<file path="config.mk">
export PLATFORM = sky130hd
export DESIGN_NAME = line_rasterizer
export DESIGN_NICKNAME = d
export VERILOG_FILES = /design/src/rtl/lr_pkg.sv /design/src/rtl/lr_front.sv /design/src/rtl/lr_queue.sv /design/src/rtl/lr_walk.sv /design/src/rtl/line_rasterizer.sv
export SDC_FILE = /design/constraint.sdc
export NUM_CORES = 1
export LEC_CHECK = 0
export BUFFER_PORTS_ARGS = -buffer_cell sky130_fd_sc_hd__clkbuf_2
export CELL_PAD_IN_SITES_DETAIL_PLACEMENT = 1
export CELL_PAD_IN_SITES_GLOBAL_PLACEMENT = 1
export CORE_MARGIN = 2
export CORE_UTILIZATION = 46
export DETAILED_ROUTE_END_ITERATION = 12
export GPL_TIMING_DRIVEN = 0
export PLACE_DENSITY = 0.82
export SLEW_MARGIN = 20
export SYNTH_ARGS = -nofsm -noshare
export SYNTH_HDL_FRONTEND = slang
export SYNTH_SLANG_ARGS = --single-unit
</file>
<file path="constraint.sdc">
create_clock -name clk -period 7.2 [get_ports clk]
set_input_delay 0.36 -clock clk [delete_from_list [all_inputs] [get_ports clk]]
set_output_delay 0.36 -clock clk [all_outputs]
set_load 0.01 [all_outputs]
</file>
<file path="src/rtl/lr_pkg.sv">
`default_nettype none
package lr_pkg;

  localparam int COORD_BITS  = 6;
  localparam int COLOUR_BITS = 32;

  // err spans [-2*da, 2*db) with da, db < 2^COORD_BITS
  localparam int ERR_W = COORD_BITS + 3;

  localparam int IN_BITS   = 4 * COORD_BITS + COLOUR_BITS;
  localparam int S_TDATA_W = ((IN_BITS + 7) / 8) * 8;
  localparam int OUT_BITS  = 2 * COORD_BITS + COLOUR_BITS;
  localparam int M_TDATA_W = ((OUT_BITS + 7) / 8) * 8;

  localparam int QUEUE_DEPTH = 2;
  localparam int QPTR_W      = (QUEUE_DEPTH > 1) ? $clog2(QUEUE_DEPTH) : 1;
  localparam int QCNT_W      = $clog2(QUEUE_DEPTH + 1);

  typedef logic [COORD_BITS-1:0]         coord_t;
  typedef logic [COLOUR_BITS-1:0]        colour_t;
  typedef logic signed [ERR_W-1:0]       err_t;
  typedef logic [QPTR_W-1:0]             qptr_t;
  typedef logic [QCNT_W-1:0]             qcnt_t;

  localparam qptr_t QPTR_LAST = QPTR_W'(QUEUE_DEPTH - 1);
  localparam qcnt_t QCNT_FULL = QCNT_W'(QUEUE_DEPTH);

  // One classified line, major axis always increasing
  typedef struct packed {
    logic    major_is_y;
    logic    step_neg;
    coord_t  a_start;
    coord_t  b_start;
    coord_t  a_end;
    err_t    err_init;
    err_t    inc_straight;
    err_t    inc_diag;
    colour_t colour;
  } lr_desc_t;

  function automatic err_t twice(input coord_t v);
    return {{(ERR_W - COORD_BITS - 1){1'b0}}, v, 1'b0};
  endfunction

  function automatic err_t widen(input coord_t v);
    return {{(ERR_W - COORD_BITS){1'b0}}, v};
  endfunction

endpackage
`default_nettype wire

</file>
<file path="src/rtl/lr_front.sv">
`default_nettype none
module lr_front (
  input  wire logic                       s_tvalid,
  output logic                            s_tready,
  // x_start, y_start, x_end, y_end, pen_colour (lowest bit up)
  input  wire logic [lr_pkg::S_TDATA_W-1:0] s_tdata,
  output logic                            q_push,
  input  wire logic                       q_ready,
  output lr_pkg::lr_desc_t                desc
);

  lr_pkg::coord_t  x0, y0, x1, y1;
  lr_pkg::coord_t  adx, ady, da, db;
  lr_pkg::coord_t  a0, b0, a1, b1;
  logic            x_major, swap;

  always_comb begin
    x0 = s_tdata[0*lr_pkg::COORD_BITS +: lr_pkg::COORD_BITS];
    y0 = s_tdata[1*lr_pkg::COORD_BITS +: lr_pkg::COORD_BITS];
    x1 = s_tdata[2*lr_pkg::COORD_BITS +: lr_pkg::COORD_BITS];
    y1 = s_tdata[3*lr_pkg::COORD_BITS +: lr_pkg::COORD_BITS];

    adx = (x1 > x0) ? (x1 - x0) : (x0 - x1);
    ady = (y1 > y0) ? (y1 - y0) : (y0 - y1);

    // ties go y-major
    x_major = (ady < adx);
    swap    = x_major ? (x0 > x1) : (y0 > y1);

    if (x_major) begin
      a0 = swap ? x1 : x0;
      b0 = swap ? y1 : y0;
      a1 = swap ? x0 : x1;
      b1 = swap ? y0 : y1;
      da = adx;
      db = ady;
    end else begin
      a0 = swap ? y1 : y0;
      b0 = swap ? x1 : x0;
      a1 = swap ? y0 : y1;
      b1 = swap ? x0 : x1;
      da = ady;
      db = adx;
    end

    desc.major_is_y   = !x_major;
    desc.step_neg     = (b1 < b0);
    desc.a_start      = a0;
    desc.b_start      = b0;
    desc.a_end        = a1;
    desc.err_init     = lr_pkg::twice(db) - lr_pkg::widen(da);
    desc.inc_straight = lr_pkg::twice(db);
    desc.inc_diag     = lr_pkg::twice(db) - lr_pkg::twice(da);
    desc.colour       = s_tdata[4*lr_pkg::COORD_BITS +: lr_pkg::COLOUR_BITS];
  end

  assign s_tready = q_ready;
  assign q_push   = s_tvalid;

endmodule
`default_nettype wire

</file>
<file path="src/rtl/lr_queue.sv">
`default_nettype none
module lr_queue (
  input  wire logic              clk,
  input  wire logic              rst,
  input  wire logic              push,
  output logic                   push_ready,
  input  wire lr_pkg::lr_desc_t  push_desc,
  output logic                   pop_valid,
  input  wire logic              pop,
  output lr_pkg::lr_desc_t       pop_desc
);

  lr_pkg::lr_desc_t mem [lr_pkg::QUEUE_DEPTH];
  lr_pkg::qptr_t    wr_ptr, rd_ptr;
  lr_pkg::qcnt_t    count;
  logic             do_push, do_pop;

  assign push_ready = (count != lr_pkg::QCNT_FULL);
  assign pop_valid  = (count != '0);
  assign do_push    = push && push_ready;
  assign do_pop     = pop && pop_valid;
  assign pop_desc   = mem[rd_ptr];

  always_ff @(posedge clk) begin
    if (do_push) begin
      mem[wr_ptr] <= push_desc;
    end
  end

  always_ff @(posedge clk) begin
    if (rst) begin
      wr_ptr <= '0;
      rd_ptr <= '0;
      count  <= '0;
    end else begin
      if (do_push) begin
        wr_ptr <= (wr_ptr == lr_pkg::QPTR_LAST) ? '0 : wr_ptr + 1'b1;
      end
      if (do_pop) begin
        rd_ptr <= (rd_ptr == lr_pkg::QPTR_LAST) ? '0 : rd_ptr + 1'b1;
      end
      if (do_push && !do_pop) begin
        count <= count + 1'b1;
      end else if (do_pop && !do_push) begin
        count <= count - 1'b1;
      end
    end
  end

endmodule
`default_nettype wire

</file>
<file path="src/rtl/lr_walk.sv">
`default_nettype none
module lr_walk (
  input  wire logic                         clk,
  input  wire logic                         rst,
  input  wire logic                         q_valid,
  output logic                              q_pop,
  input  wire lr_pkg::lr_desc_t             q_desc,
  output logic                              m_tvalid,
  input  wire logic                         m_tready,
  // pixel_x, pixel_y, pixel_colour (lowest bit up)
  output logic [lr_pkg::M_TDATA_W-1:0]      m_tdata,
  output logic                              m_tlast
);

  logic            busy;
  logic            major_is_y, step_neg;
  lr_pkg::coord_t  a, b, a_end;
  lr_pkg::err_t    err, inc_straight, inc_diag;
  lr_pkg::colour_t colour;

  logic            load, emit, at_end;
  lr_pkg::coord_t  px, py;
  logic [lr_pkg::M_TDATA_W-1:0] m_tdata_next;

  assign load   = !busy && q_valid;
  assign emit   = busy && (!m_tvalid || m_tready);
  assign at_end = (a == a_end);
  assign q_pop  = load;

  always_comb begin
    px = major_is_y ? b : a;
    py = major_is_y ? a : b;
    m_tdata_next = '0;
    m_tdata_next[lr_pkg::OUT_BITS-1:0] = {colour, py, px};
  end

  always_ff @(posedge clk) begin
    if (rst) begin
      busy     <= 1'b0;
      m_tvalid <= 1'b0;
    end else begin
      if (load) begin
        busy <= 1'b1;
      end else if (emit && at_end) begin
        busy <= 1'b0;
      end
      if (emit) begin
        m_tvalid <= 1'b1;
      end else if (m_tready) begin
        m_tvalid <= 1'b0;
      end
    end
  end

  always_ff @(posedge clk) begin
    if (load) begin
      major_is_y   <= q_desc.major_is_y;
      step_neg     <= q_desc.step_neg;
      a            <= q_desc.a_start;
      b            <= q_desc.b_start;
      a_end        <= q_desc.a_end;
      err          <= q_desc.err_init;
      inc_straight <= q_desc.inc_straight;
      inc_diag     <= q_desc.inc_diag;
      colour       <= q_desc.colour;
    end else if (emit && !at_end) begin
      a <= a + 1'b1;
      if (err[lr_pkg::ERR_W-1]) begin
        err <= err + inc_straight;
      end else begin
        err <= err + inc_diag;
        b   <= step_neg ? (b - 1'b1) : (b + 1'b1);
      end
    end
  end

  always_ff @(posedge clk) begin
    if (emit) begin
      m_tdata <= m_tdata_next;
      m_tlast <= at_end;
    end
  end

endmodule
`default_nettype wire

</file>
<file path="src/rtl/line_rasterizer.sv">
// A command is registered in the queue, then in the walker's line registers;
// each pixel then goes to the output register. Throughput: one pixel per cycle
//   inside a line unless m_tready stalls it; each line first takes a load step.
// A 2-entry command queue lets new commands enter while a line is walked.
// Reset (rst, synchronous, active high) empties the queue and the output.
`default_nettype none
module line_rasterizer (
  input  wire logic                         clk,
  input  wire logic                         rst,
  input  wire logic                         s_tvalid,
  output logic                              s_tready,
  // x_start, y_start, x_end, y_end, pen_colour (lowest bit up)
  input  wire logic [lr_pkg::S_TDATA_W-1:0] s_tdata,
  output logic                              m_tvalid,
  input  wire logic                         m_tready,
  // pixel_x, pixel_y, pixel_colour (lowest bit up)
  output logic [lr_pkg::M_TDATA_W-1:0]      m_tdata,
  output logic                              m_tlast
);

  logic             q_push, q_ready, q_valid, q_pop;
  lr_pkg::lr_desc_t push_desc, pop_desc;

  lr_front u_front (
    .s_tvalid (s_tvalid),
    .s_tready (s_tready),
    .s_tdata  (s_tdata),
    .q_push   (q_push),
    .q_ready  (q_ready),
    .desc     (push_desc)
  );

  lr_queue u_queue (
    .clk        (clk),
    .rst        (rst),
    .push       (q_push),
    .push_ready (q_ready),
    .push_desc  (push_desc),
    .pop_valid  (q_valid),
    .pop        (q_pop),
    .pop_desc   (pop_desc)
  );

  lr_walk u_walk (
    .clk      (clk),
    .rst      (rst),
    .q_valid  (q_valid),
    .q_pop    (q_pop),
    .q_desc   (pop_desc),
    .m_tvalid (m_tvalid),
    .m_tready (m_tready),
    .m_tdata  (m_tdata),
    .m_tlast  (m_tlast)
  );

endmodule
`default_nettype wire

</file>
After elaboration in Yosys (flattened, before gate mapping). Memory sizes are Yosys's and may differ from the RTL's. A register that Yosys moved wholly into a read port is not among the register bits. Cells that the tools add are included.

Input port bits: 60. Memories: 1. Bits in registers: 130. Bits in writable memories: 152.

$add $sub $neg: 15. Muxes and demuxes: 36. Reduce and logical (&&, ||, !) cells: 21. Magnitude comparators: 6. Equal/unequal tests: 3.

Memory list: u_queue.mem (words 2, width 76, rd ports 1, clocked after memory_dff 1, wr ports 1, line lr_queue.sv:13) `lr_pkg::lr_desc_t mem [lr_pkg::QUEUE_DEPTH];`.

Operators with widths (number): 6-bit two-way mux (20); 9-bit two-way mux (3); 6-bit greater-than comparator (4); 6-bit subtractor (4); 9-bit adder (2); 6-bit by 1-bit adder with 6-bit output (second input constant) (2); 6-bit less-than comparator (2); 1-bit two-way mux (11); 2-bit nonzero test (5); 1-bit logical AND (8); 7-bit by 6-bit subtractor with 8-bit output (1); 7-bit by 7-bit subtractor with 8-bit output (1); 6-bit == test (1); 1-bit zero test (6); 6-bit by 1-bit subtractor with 6-bit output (second input constant) (1); 2-bit two-way mux (2); 2-bit inequality test (second input constant) (2); 1-bit adder (second input constant) (2); 2-bit by 1-bit adder with 2-bit output (second input constant) (1); 2-bit AND reduction (1); 2-bit by 1-bit subtractor with 2-bit output (second input constant) (1); 1-bit logical OR (1).

Logic depth before layout (Yosys ltp). Gate-level depths: netlist of run 1.

Depth in word-level cells: 7. Depth in mapped cells: 28. Mapped depth without buffers: 25.

By module. Synthesis of run 1 repeated with hierarchy kept, for this count alone.

Cell total of the unflattened synthesis: 932. Area, all modules: 13734.4 sq um.

Modules (own cells, without submodules): lr_queue (area an instance 5958.2 sq um, times used 1, cells each 270); lr_walk (area an instance 4972.3 sq um, times used 1, cells each 300); lr_front (area an instance 2803.9 sq um, times used 1, cells each 362).

Worst setup path after synthesis of run 1. Ideal clock, no wire load.

Kind: in2reg. From: input s_tdata[18] (netlist name). To: memory u_queue.mem[0][53] (netlist name) (data pin). Cell stages on the path: 26. Arrival: 4.884 ns. Path slack: 2.044 ns. Data required time: 6.929 ns. Library setup time: 0.271 ns. Cell sequence: inv_1 > ha_1 > fa_1 > nor2b_4 > o31ai_2 > a21o_1 > buf_6 > mux2i_1 > o21ai_0 > a21oi_1 > xor2_1 > inv_1 > ha_1 > a21oi_1 > a21o_1 > buf_2 > buf_1 > buf_1 > o21ai_0 > ha_1 > nor2b_1 > o21ai_0 > nand2b_1 > a21o_1 > a21oi_1 > xor2_1.

RTL lines: start, declared (line line_rasterizer.sv:13) `input wire logic [lr_pkg::S_TDATA_W-1:0] s_tdata,`; end, declared (line lr_queue.sv:13).

==> results.md, run 1 <==
* Run status: finished clean
* Initial DRC Count at 440
* Setup TNS at 0 ns
* Reg power frac at 41.0%
* Die Y at 167.8 um
* R2r endpoint: u_walk.err[8]
* Switching share of power at 35.00%
* Number of synthesized flops with an enable pin at approximately 260
* Core Area at 0.02621 mm^2
* RSZ-0062 raised after global routing: false
* Routed via count at ~7300
* Root Driver: clkbuf_16
* Full die area at ~0.028 mm^2
* Fin crit share at 82.41%
* Worst Tran Pin Value at 0.9480 ns
* Final Hold Fails at 0
* Routed vias/inst at 5.379
* Reg2reg start: u_walk.err[8]
* Final setup violating endpoints at 0
* CTS resizes at 0
* Num CTS Buffers at 25
* Async SR Flop Fraction at 0%
* Layout Area Growth over Synthesis at 16.11%
* Wire length per cell at 20.79 um
* Crit path launch: s_tdata[18]
* Core Util, Final at 54.71%
* Detail Route Antenna Nets at 0
* Maximum number of pins on one net before global-route repair at 39
* Final worst slack at 1.267 ns
* Cell variety after synth at 56
* R2r worst-path depth at 12
* Kind of critical path: in -> reg
* Initial antenna violation count at 0
* Synthesized instance count at 856
* Critical Path Sink: u_queue.mem[0][55]
* Critical path arrival at 6.19 ns
* Die Wd at 167.8 um
* CP Launch Type: input pin
* IO Port Bufs at 106
* DRT Pass-1 Iters at 4
* Register area share after synthesis at 64.86%
* Setup WS pre-CTS at 0.7694 ns
* Most frequent cell after synthesis: edfxtp_1
* F_max at 168.5 MHz
* Max Slew Vio Count at 0
* R2r setup slk at between 3 and 4 ns
* CTS H-tree depth at 1
* Post-synth top cells: edfxtp_1 (262), mux2_2 (71), a21oi_1 (62)
* Max-cap viol count at 0
* Lkg Pwr at 5.540 nW
* Total grt overflow at 0
* Worst hold path type: in -> reg
* Fillers at ~2600
* Global-route wire length before repair at 44.22 mm
* # diodes at 0
* Syn Area/Cell at between 10 and 15 um^2
* CTS tree: built
* Clock insertion delay at the later pin of the skew report at 0.53 ns
* CTS sink cnt at 269
* Power Total at roughly 7.1 mW
* Io pins at 111
* Worst Path Max Fanout at 10
* Max VDD drop at 218.7 uV
* Yosys reg bits at 269
* Internal power at about 4.6 mW
* Clk buf depth at 3
* Layout Cells excl Fill at 1352
* Skew final at between 0.015 and 0.02 ns
* Worst-path clk slew at around 0.070 ns
* Post-layout min period at 5.933 ns
* Yosys top cell by area: edfxtp_1
* Area contributors post-synth: edfxtp_1 (64%), mux2_2 (6.5%), ha_1 (5.5%), mux2i_1 (3.6%), a21oi_1 (2.5%)
* Vias in the first global route at about 8000
* Gr usage total at 20.11%
* Max transition margin at 36.13%
* Clk pwr share at around 20%
* Warnings from Yosys at 0
* Nets@finish at roughly 1100
* Top-area cell type share of the netlist area at 63.72%
* DRC viols at 0
* Total routed wirelength at 28.11 mm
* Share of post-route cells with drive strength above 1 at 24.29%
* Power Dens Cells at 493.1 mW/mm^2
* Gpl congestion at 0.8089
* Worst Setup End Kind: flop
* Initial core utilization at 47.11%
* Rows at between 50 and 60
* Combinational fraction of design power at 39.4%
* Dpl cells at 1306
* Req. time, crit path at 7.46 ns
* Detailed Place HPWL at between 15 and 20 mm
* Hold-fix buffers at CTS at 0
* Mapped Area at 0.01235 mm^2
* Buffers inserted by post-CTS timing repair at 0
* Most common flop cell mapped by yosys: edfxtp_1
* Min-delay src: s_tdata[31]
* Net Sw Power at 2.474 mW
-- logic make-up after synthesis --
logic type | Yosys count | synth area share, %
simple gates | 137 | 5.148
mux | 118 | 10.35
xor+xnor | 41 | 2.908
compound gates | 141 | 7.205
other cells | 1 | 0.03037
flops | 269 | 64.86
buf+inv | 88 | 2.898
fa+ha+maj | 61 | 6.607
-- state kept, by name (all words and copies together), names as in the netlist, 2 cells and up, named ones only --
signal               cells
u_walk.a_end             6
u_walk.inc_diag          7
u_walk.err               8
u_queue.mem            144
u_walk.inc_straight      6
u_walk.m_tdata          44
u_walk.a                 6
u_walk.colour           32
u_queue.count            2
u_walk.b                 6
-- area by class of cell --
class                      instances  area (um^2)  share of cell area [%]
buffer                            32        147.6                   1.030
sequential                       269         8008                   55.86
multi-input combinational        502         4006                   27.95
tap                              335        419.2                   2.924
clock buffer                      26        629.4                   4.390
clock inverter                    20        240.2                   1.676
inverter                          56        212.7                   1.484
timing repair buffer             112        673.1                   4.695
-- metrics by stage --
stage	hold slack [ns]	instance area, um^2
after floorplan	0.4003	12360
after CTS	0.009498	14340
after global routing	0.008673	14340
after detailed placement	0.4063	13470
after global placement	0.4006	13310
final	0.02328	14340
-- worst max-delay path, cell delays in order --
cell,delay [ns]
clkbuf_2,0.14
inv_1,0.08
ha_1,0.22
fa_1,0.43
nor2b_4,0.14
o31ai_2,0.07
a21o_1,0.17
buf_6,0.14
mux2i_1,0.24
o21ai_0,0.13
a21oi_1,0.20
xor2_1,0.46
inv_1,0.12
ha_1,0.36
a21oi_1,0.14
a21o_1,0.09
buf_2,0.20
buf_1,0.40
buf_1,0.46
o21ai_0,0.29
ha_1,0.39
o21a_1,0.14
o41a_1,0.35
a211oi_1,0.48
-- power groups by stage --
stage,sequential [mW],clock (mW),combinational [mW]
3_5_place_dp,2.92,0,2.75
4_1_cts,2.90,1.41,2.81
5_1_grt,2.95,1.46,3.08
6_report,2.90,1.39,2.79
2_1_floorplan,2.88,0,1.88
3_3_place_gp,2.90,0,2.54
-- how the worst min path moves through the flow --
stage                         end  cells past startpoint
2_1_floorplan  u_walk.m_tdata[12]                      0
3_3_place_gp   u_walk.m_tdata[16]                      0
3_5_place_dp   u_walk.m_tdata[22]                      0
4_1_cts         u_queue.mem[0][7]                      1
5_1_grt         u_queue.mem[1][7]                      1
6_report        u_queue.mem[0][7]                      1
-- per-layer routing --
metal	vias up	share of wire (%)	track usage, %
met2	191	51	36.88
met4	0	1.9	5.293
met5	-	0	0
met3	39	4.8	2.821
met1	3628	42	24.99
li1	3414	-	-
-- cells in the final DEF (no fill, tap or decap), types with 11 or more instances in the layout --
cell type,netlist,routed
a211oi_1,11,11
ha_1,54,54
inv_1,55,54
xor2_1,15,15
mux2i_1,45,45
a21oi_1,62,62
xnor2_1,26,26
clkbuf_2,0,106
nor2b_1,12,12
o21ai_0,21,21
clkbuf_16,0,25
mux2_2,71,71
clkbuf_1,19,20
nand2_1,43,43
a21o_1,13,13
edfxtp_1,262,262
nor2_1,48,47
No activity file was read; power rests on OpenSTA's default activity.
==> inputs of run 2 (changes only) <==
--- a/config.mk
+++ b/config.mk
@@ -5,14 +5,15 @@
 export SDC_FILE = /design/constraint.sdc
 export NUM_CORES = 1
 export LEC_CHECK = 0
+export ABC_AREA = 1
 export BUFFER_PORTS_ARGS = -buffer_cell sky130_fd_sc_hd__clkbuf_2
 export CELL_PAD_IN_SITES_DETAIL_PLACEMENT = 1
 export CELL_PAD_IN_SITES_GLOBAL_PLACEMENT = 1
 export CORE_MARGIN = 2
-export CORE_UTILIZATION = 46
+export CORE_UTILIZATION = 43
 export DETAILED_ROUTE_END_ITERATION = 12
 export GPL_TIMING_DRIVEN = 0
-export PLACE_DENSITY = 0.82
+export PLACE_DENSITY = 0.83
 export SLEW_MARGIN = 20
 export SYNTH_ARGS = -nofsm -noshare
 export SYNTH_HDL_FRONTEND = slang
==> constraint.sdc (replaced) <==
create_clock -name clk -period 4.85 [get_ports clk]
set_input_delay 0.2425 -clock clk [delete_from_list [all_inputs] [get_ports clk]]
set_output_delay 0.2425 -clock clk [all_outputs]
set_load 0.01 [all_outputs]
==> run 2 against run 1 <==
Compared with the run above:
- first-iteration DRC count is 29% higher
- setup slack lost 0.74 ns
- die area grew 12%
- via count grew 28%
- register-to-register slack worse by 2.7 ns
- count of clock-buffer cells in the layout up 3
- non-clock buffer count up 43
- critical path depth did not move
- global-route usage up 2.0 points
- core utilization shrank 3.0 points
- worst hold slack gained 0.024 ns
- sequential share of layout area fell by 3.6 points
- critical path type unchanged
- largest power group is now combinational logic
- highest routed layer unchanged
==> results.md, run 2 <==
* WP buf/inv at 6 (-1)
* Cell variety after synth at 44 (-21%)
* Max Slew Vio Count at 0 (unchanged)
* Detailed Place HPWL at 24.66 mm (+25%)
* Lkg Pwr at 6.538 nW (+18%)
* Run status: finished clean
* Yosys top cell by area: edfxtp_1
* Die Wd at 177.5 um (+5.8%)
* Layout Area Growth over Synthesis at 18.33%
* Dpl cells at 1708 (+31%)
* Global-route wire length before repair at 53.62 mm (+21%)
* DRC viols at 0 (unchanged)
* Worst-path clk slew at 0.07 ns (about the same)
* CP top delay family: adder cells
* # diodes at 0 (unchanged)
* Rows at 63 (+6.8%)
* Post-layout min period at 4.323 ns
* R2r setup slk at 1.31 ns (-2.66 ns)
* Max VDD drop at 306.3 uV (+40%)
* CTS tree: built
* Top-area cell type share of the netlist area at 60.77% (-3.0 points)
* Post-synth top cells: nand2_1 (393), edfxtp_1 (262), inv_1 (106)
* Most common flop cell mapped by yosys: edfxtp_1
* Max transition margin at 43.74% (+7.6 points)
* Routed via count at 9301 (+28%)
* Total grt overflow at 0 (unchanged)
* Gr usage total at 22.12% (+2.0 points)
* Worst Tran Pin Value at 0.8350 ns (-0.1130 ns)
* Full die area at 0.03152 mm^2 (+12%)
* Warnings from Yosys at 0 (unchanged)
* Syn Area/Cell at 10.79 um^2 (-25%)
* Most common cell after layout, fill and taps aside: nand2_1
* Most frequent cell after synthesis: nand2_1
* Clk buf depth at 3 (unchanged)
* Root Driver: clkbuf_16
* Maximum number of pins on one net before global-route repair at 49 (+26%)
* Power Dens Cells at 712.8 mW/mm^2 (+45%)
* Io pins at 111 (unchanged)
* Routed vias/inst at 5.214 (-3.1%)
* Mapped Area at 0.01295 mm^2 (+4.9%)
* R2r endpoint: u_walk.err[8]
* Final setup violating endpoints at 0 (unchanged)
* Synthesized instance count at 1200 (+40%)
* Fillers at 3236 (+26%)
* Final Hold Fails at 0 (unchanged)
* Wire length per cell at 19.48 um (-6.3%)
* Minimum hold slack at 0.04734 ns (+0.02406 ns)
* Skew final at 0.02625 ns (+0.006435 ns)
* Gpl congestion at 0.8542 (+5.6%)
* Worst path max stage delay at 0.46 ns (-0.02 ns)
* Yosys reg bits at 269 (unchanged)
* Nets@finish at 1498 (+34%)
* Die Y at 177.5 um (+5.8%)
* Most frequent cells in the layout: nand2_1 (393), edfxtp_1 (262), inv_1 (106), clkbuf_2 (106), ha_1 (54)
* R2r worst-path depth at 18 (+6)
* Total routed wirelength at 34.75 mm (+24%)
* DRT Pass-1 Iters at 6 (+2)
* WHS Endpoint: u_walk.m_tvalid
* Min-delay src: m_tready
* Hold path depth at 4 (+3)
* Kind of critical path: in -> reg
* Worst Path Max Fanout at 10 (unchanged)
* CTS sink cnt at 269 (unchanged)
* Area contributors post-synth: edfxtp_1 (61%), nand2_1 (11%), ha_1 (5.2%), inv_1 (3.1%), xor2_1 (1.7%)
* Number of synthesized flops with an enable pin at 262 (unchanged)
* Initial core utilization at 43.68% (-3.4 points)
* Clock insertion delay at the later pin of the skew report at 0.54 ns (about the same)
* Worst Setup End Kind: flop
* Fin crit share at 89.13%
* F_max at 231.3 MHz
* Layout Cells excl Fill at 1784 (+32%)
* Async SR Flop Fraction at 0% (unchanged)
* Biggest regs: u_queue.mem (144), u_walk.m_tdata (44), u_walk.colour (32)
* Max-cap viol count at 0 (unchanged)
* Register area share after synthesis at 61.85% (-3.0 points)
* CTS H-tree depth at 1 (unchanged)
* Initial DRC Count at 567 (+29%)
* RSZ-0062 raised after global routing: false
* Crit path max-delay cell type: fa_1
* Critical path arrival at 4.61 ns (-1.58 ns)
* Largest register FFs at 144 (unchanged)
* Core Area at 0.02964 mm^2 (+13%)
* Most flop-heavy register: u_queue.mem
* Reg2reg start: u_walk.err[8]
* IO Port Bufs at 106 (unchanged)
* Share of post-route cells with drive strength above 1 at 18.29% (-6.0 points)
* Worst hold path type: in -> reg
* Initial antenna violation count at 0 (unchanged)
* Req. time, crit path at 5.13 ns (-2.33 ns)
* Num CTS Buffers at 24 (-4.0%)
* Detail Route Antenna Nets at 0 (unchanged)
* Vias in the first global route at 10000 (+25%)
* Worst path cell trace: clkbuf_2 -> inv_1 -> ha_1 -> fa_1 -> inv_1 -> nand2_2 -> nand3_4 -> nand2_4 -> inv_4 -> nand2_1 -> nand2_1 -> ha_1 -> a21oi_1 -> nand2_1 -> nor2_4 -> buf_6 -> nand3_2 -> nand2_2 -> inv_1 -> fa_1 -> o21ai_0 -> a21o_1 -> a21oi_1 -> xor2_1
* CP Launch Type: input pin
-- run 2: power by group --
group / total [mW] / leakage [nW] / switching, mW / internal, mW
Sequential: 4.27 / 2.52 / 0.334 / 3.93
Clock: 1.85 / 0.371 / 0.833 / 1.02
Combinational: 4.80 / 3.64 / 3.25 / 1.55
Total: 10.9 / 6.54 / 4.42 / 6.50
-- run 2: tightest hold or removal path: cells and delay by family --
family | cells | cell delay (ns)
simple gates | 1 | 0.07
buf+inv | 2 | 0.15
compound gates | 1 | 0.05
-- run 2: logic make-up (layout without fill, tap and decap cells) --
logic type	Yosys count	after routing	synth area share, %
fa+ha+maj	61	61	6.301
compound gates	130	130	5.856
buf+inv	159	350	5.170
xor+xnor	35	35	2.368
other cells	1	4	0.02896
simple gates	545	545	18.43
flops	269	269	61.85
-- run 2: how the worst max path moves through the flow --
stage,from,end,cells past startpoint
finish,s_tdata[12],u_queue.mem[1][53],24
global route,s_tdata[2],u_queue.mem[0][55],24
CTS,s_tdata[7],u_queue.mem[1][53],23
floorplan,u_queue.count[0],u_queue.mem[1][0],4
detailed placement,s_tdata[7],u_queue.mem[1][53],23
global placement,u_queue.count[0],u_queue.mem[1][36],4
-- run 2: routing by layer --
metal,vias to the layer above,share of wire (%),global-route usage [%]
li1,4367,-,-
met1,4595,40,25.64
met2,275,53,42.46
met3,64,3.9,2.207
met4,0,2.6,7.036
met5,-,0,0
-- run 2: metrics by stage --
stage	instance area [um^2]	util, %	total power, mW	worst slack, ns	TNS [ns]
2_1_floorplan	12960	-	7.280	0.6776	0
3_3_place_gp	13980	47.16	8.416	-1.210	-177.07
3_5_place_dp	14240	48.05	8.952	0.06389	0
4_1_cts	15320	51.69	10.92	0.5492	0
5_1_grt	15320	51.69	11.58	0.2492	0
6_report	15320	51.69	10.92	0.5273	0
-- run 2: cell type report --
| cell class | count | area (um^2) | area share [%] |
|---|---|---|---|
| flip-flops and latches | 269 | 8008 | 52.27 |
| clock inverters | 14 | 131.4 | 0.8575 |
| plain buffers | 39 | 220.2 | 1.437 |
| repair buffers | 148 | 1094 | 7.138 |
| clock buffers | 29 | 619.3 | 4.042 |
| inverters | 120 | 452.9 | 2.956 |
| well taps | 390 | 488.0 | 3.185 |
| multi-input cells | 775 | 4308 | 28.12 |
-- run 2: timing repair --
item | 4_1_cts | 5_1_grt
hold buffers | 33 | 0
endpoints found under the setup margin | 0 | 0
setup buffers | 0 | 0
resized for setup | 0 | 0
hold endpoints to repair | 65 | 0
==> inputs of run 3 (changes only) <==
--- a/config.mk
+++ b/config.mk
@@ -10,10 +10,10 @@
 export CELL_PAD_IN_SITES_DETAIL_PLACEMENT = 1
 export CELL_PAD_IN_SITES_GLOBAL_PLACEMENT = 1
 export CORE_MARGIN = 2
-export CORE_UTILIZATION = 43
+export CORE_UTILIZATION = 46
 export DETAILED_ROUTE_END_ITERATION = 12
 export GPL_TIMING_DRIVEN = 0
-export PLACE_DENSITY = 0.83
+export PLACE_DENSITY = 0.84
 export SLEW_MARGIN = 20
 export SYNTH_ARGS = -nofsm -noshare
 export SYNTH_HDL_FRONTEND = slang
==> constraint.sdc (replaced) <==
create_clock -name clk -period 4.45 [get_ports clk]
set_input_delay 0.2225 -clock clk [delete_from_list [all_inputs] [get_ports clk]]
set_output_delay 0.2225 -clock clk [all_outputs]
set_load 0.01 [all_outputs]
==> run 3 against run 2 <==
Compared with the run above:
- combinational power up 14%
- clock skew down 0.0048 ns
- count of clock-buffer cells in the layout unchanged
- critical path depth up 3
- clock power up 25%
- final area up 0.55%
- global-route usage up 4.3 points
- critical path type unchanged
- critical endpoint is now u_queue.mem[1][55]
- highest routed layer unchanged
==> results.md, run 3 (synthesized netlist as in run 2, its figures left out) <==
* Run status: finished clean
* R2r setup slk at 0.72 ns (-0.59 ns)
* Total routed wirelength at 38.34 mm (+10%)
* Root Driver: clkbuf_16
* Share of post-route cells with drive strength above 1 at 18.77% (+0.48 points)
* Skew final at 0.02145 ns (-0.004801 ns)
* IO Port Bufs at 106 (unchanged)
* Fin crit share at 92.54%
* F_max at 242.8 MHz
* Critical path arrival at 4.46 ns (-0.15 ns)
* Most flop-heavy register: u_queue.mem
* Most frequent cells in the layout: nand2_1 (393), edfxtp_1 (262), inv_1 (106), clkbuf_2 (106), ha_1 (54)
* Die Wd at 171.8 um (-3.2%)
* Nets@finish at 1498 (unchanged)
* FF/Latch Area at 0.008008 mm^2 (unchanged)
* Full die area at 0.02950 mm^2 (-6.4%)
* Cell Area, Placed at 0.01421 mm^2 (-0.19%)
* Detail Route Antenna Nets at 0 (unchanged)
* Wire length per cell at 21.61 um (+11%)
* Post-layout min period at between 4 and 5 ns
* Buffers inserted by post-CTS timing repair at 0 (unchanged)
* Initial antenna violation count at 0 (unchanged)
* Min-delay src: m_tready
* WL met1 at 14.42 mm (+3.7%)
* Max-cap viol count at 0 (unchanged)
* CTS tree: built
* Max transition margin at 41.24% (-2.5 points)
* RSZ-0062 raised after global routing: false
* Max Slew Vio Count at 0 (unchanged)
* Final setup violating endpoints at 0 (unchanged)
* Fillers at 3051 (-5.7%)
* Biggest regs: u_queue.mem (144), u_walk.m_tdata (44), u_walk.colour (32)
* Detailed Place HPWL at 25.05 mm (+1.6%)
* Global-route wire length before repair at 58.12 mm (+8.4%)
* Rows at 61 (-3.2%)
* Initial core utilization at 46.60% (+2.9 points)
* Core Area at 0.02778 mm^2 (-6.3%)
* Uppermost layer routed: met4
* Worst path max stage delay at 0.40 ns (-0.06 ns)
* CTS sink cnt at 269 (unchanged)
* Multi-input gate area at 0.004320 mm^2 (+0.29%)
* Hold path depth at 4 (unchanged)
* Num CTS Buffers at 25 (+4.2%)
* R2r worst-path depth at 18 (unchanged)
* Gpl congestion at 0.8822 (+3.3%)
* DRC viols at 0 (unchanged)
* Initial DRC Count at 642 (+13%)
* Met3 WL at 1.614 mm (+20%)
* Fin area at 0.01540 mm^2 (+0.55%)
* Worst Setup End Kind: flop
* Power Dens Cells at 808.4 mW/mm^2 (+13%)
* CP top delay family: simple AND/OR/NAND/NOR gates
* R2r endpoint: u_walk.err[8]
* Clock insertion delay at the later pin of the skew report at 0.54 ns (about the same)
* Routed vias/inst at 5.322 (+2.1%)
* Most used cell, CP: nand2_1
* WHS Endpoint: u_walk.m_tvalid
* Final Hold Fails at 0 (unchanged)
* # diodes at 0 (unchanged)
* Crit path max-delay cell type: fa_1
* Die Y at 171.8 um (-3.2%)
* DR WL met2 at 20.15 mm (+8.4%)
* Worst-path clk slew at 0.07 ns (about the same)
* Gr usage total at 26.37% (+4.3 points)
* Lkg Pwr at 6.575 nW (+0.57%)
* Maximum number of pins on one net before global-route repair at 33 (-33%)
* Power Total at 12.45 mW (+14%)
* Reg2reg start: u_walk.err[8]
* Total grt overflow at 0 (unchanged)
* Max VDD drop at 444.6 uV (+45%)
* WP buf/inv at 6 (unchanged)
* Req. time, crit path at 4.79 ns (-0.34 ns)
* Worst Path Max Fanout at 10 (unchanged)
* Largest register FFs at 144 (unchanged)
* Vias in the first global route at 10210 (+2.1%)
* CTS H-tree depth at 1 (unchanged)
* Worst hold path type: in -> reg
* Routed via count at 9442 (+1.5%)
* Layout Area Growth over Synthesis at 18.98%
* Most common cell after layout, fill and taps aside: nand2_1
* CP Launch Type: input pin
* Worst Tran Pin Value at 0.8722 ns (+0.03714 ns)
* Io pins at 111 (unchanged)
* Clk buf depth at 3 (unchanged)
* DRT Pass-1 Iters at 6 (unchanged)
* Kind of critical path: in -> reg
==> run 3: cell types whose count changed in the layout (fill, tap and decap cells not counted), moves of 2 or more <==
cell	previous run	this run
clkinv_2	8	6
a21oi_1	33	31
bufinv_16	2	5
a21oi_2	1	3
clkinvlp_4	1	3
==> run 3: worst min-delay path: stages <==
cell and delay, ns:
clkbuf_2 0.08, inv_1 0.06, nand2_1 0.07, a21oi_1 0.06
==> run 3: timing repair <==
item / CTS / global route
endpoints found under the hold margin: 64 / 0
setup endpoints to repair: 0 / 6
resized for setup: 0 / 4
hold buffers: 32 / 0
==> run 3: final cells by class <==
cell class / count / share of cell area (%)
multi-input cells: 775 / 28.05
clock buffers: 29 / 4.159
plain buffers: 39 / 1.429
clock inverters: 17 / 1.421
well taps: 378 / 3.070
inverters: 120 / 2.940
repair buffers: 147 / 6.953
flip-flops and latches: 269 / 51.98
==> run 3: worst max path at each step <==
stage / startpoint / endpoint / slack [ns] / depth (start not counted)
6_report: s_tdata[6] / u_queue.mem[1][55] / 0.33 / 27
5_1_grt: s_tdata[6] / u_queue.mem[1][55] / 0.008 / 27
4_1_cts: s_tdata[7] / u_queue.mem[1][53] / 0.24 / 22
3_5_place_dp: s_tdata[7] / u_queue.mem[0][53] / -0.28 / 22
3_3_place_gp: u_queue.count[0] / u_queue.mem[1][35] / -1.46 / 4
2_1_floorplan: u_queue.count[0] / u_queue.mem[1][0] / 0.28 / 4
==> run 3: power by group <==
group	switching [mW]	internal, mW	leakage [nW]
sequential	0.399	4.29	2.52
clock	0.977	1.33	0.415
combinational	3.76	1.70	3.64
total	5.13	7.32	6.58
==> run 3: metrics by stage <==
step / setup TNS [ns] / hold WS, ns / worst slack [ns] / instances / util (%)
after floorplan: 0 / 0.2916 / 0.2776 / 1203 / -
after global routing: 0 / 0.01354 / 0.008306 / 1774 / 55.45
after detailed placement: -1.221 / 0.4063 / -0.2797 / 1696 / 51.16
after global placement: -217.14 / 0.4009 / -1.459 / 1687 / 50.26
final: 0 / 0.008636 / 0.3322 / 1774 / 55.45
after CTS: 0 / 0.001522 / 0.2399 / 1774 / 55.40
==> run 3: per-layer routing <==
| layer | GRT usage [%] | vias to the layer above |
|---|---|---|
| met5 | 0 | - |
| met4 | 14.07 | 0 |
| met3 | 2.830 | 127 |
| met2 | 49.36 | 336 |
| met1 | 29.32 | 4625 |
| li1 | - | 4354 |
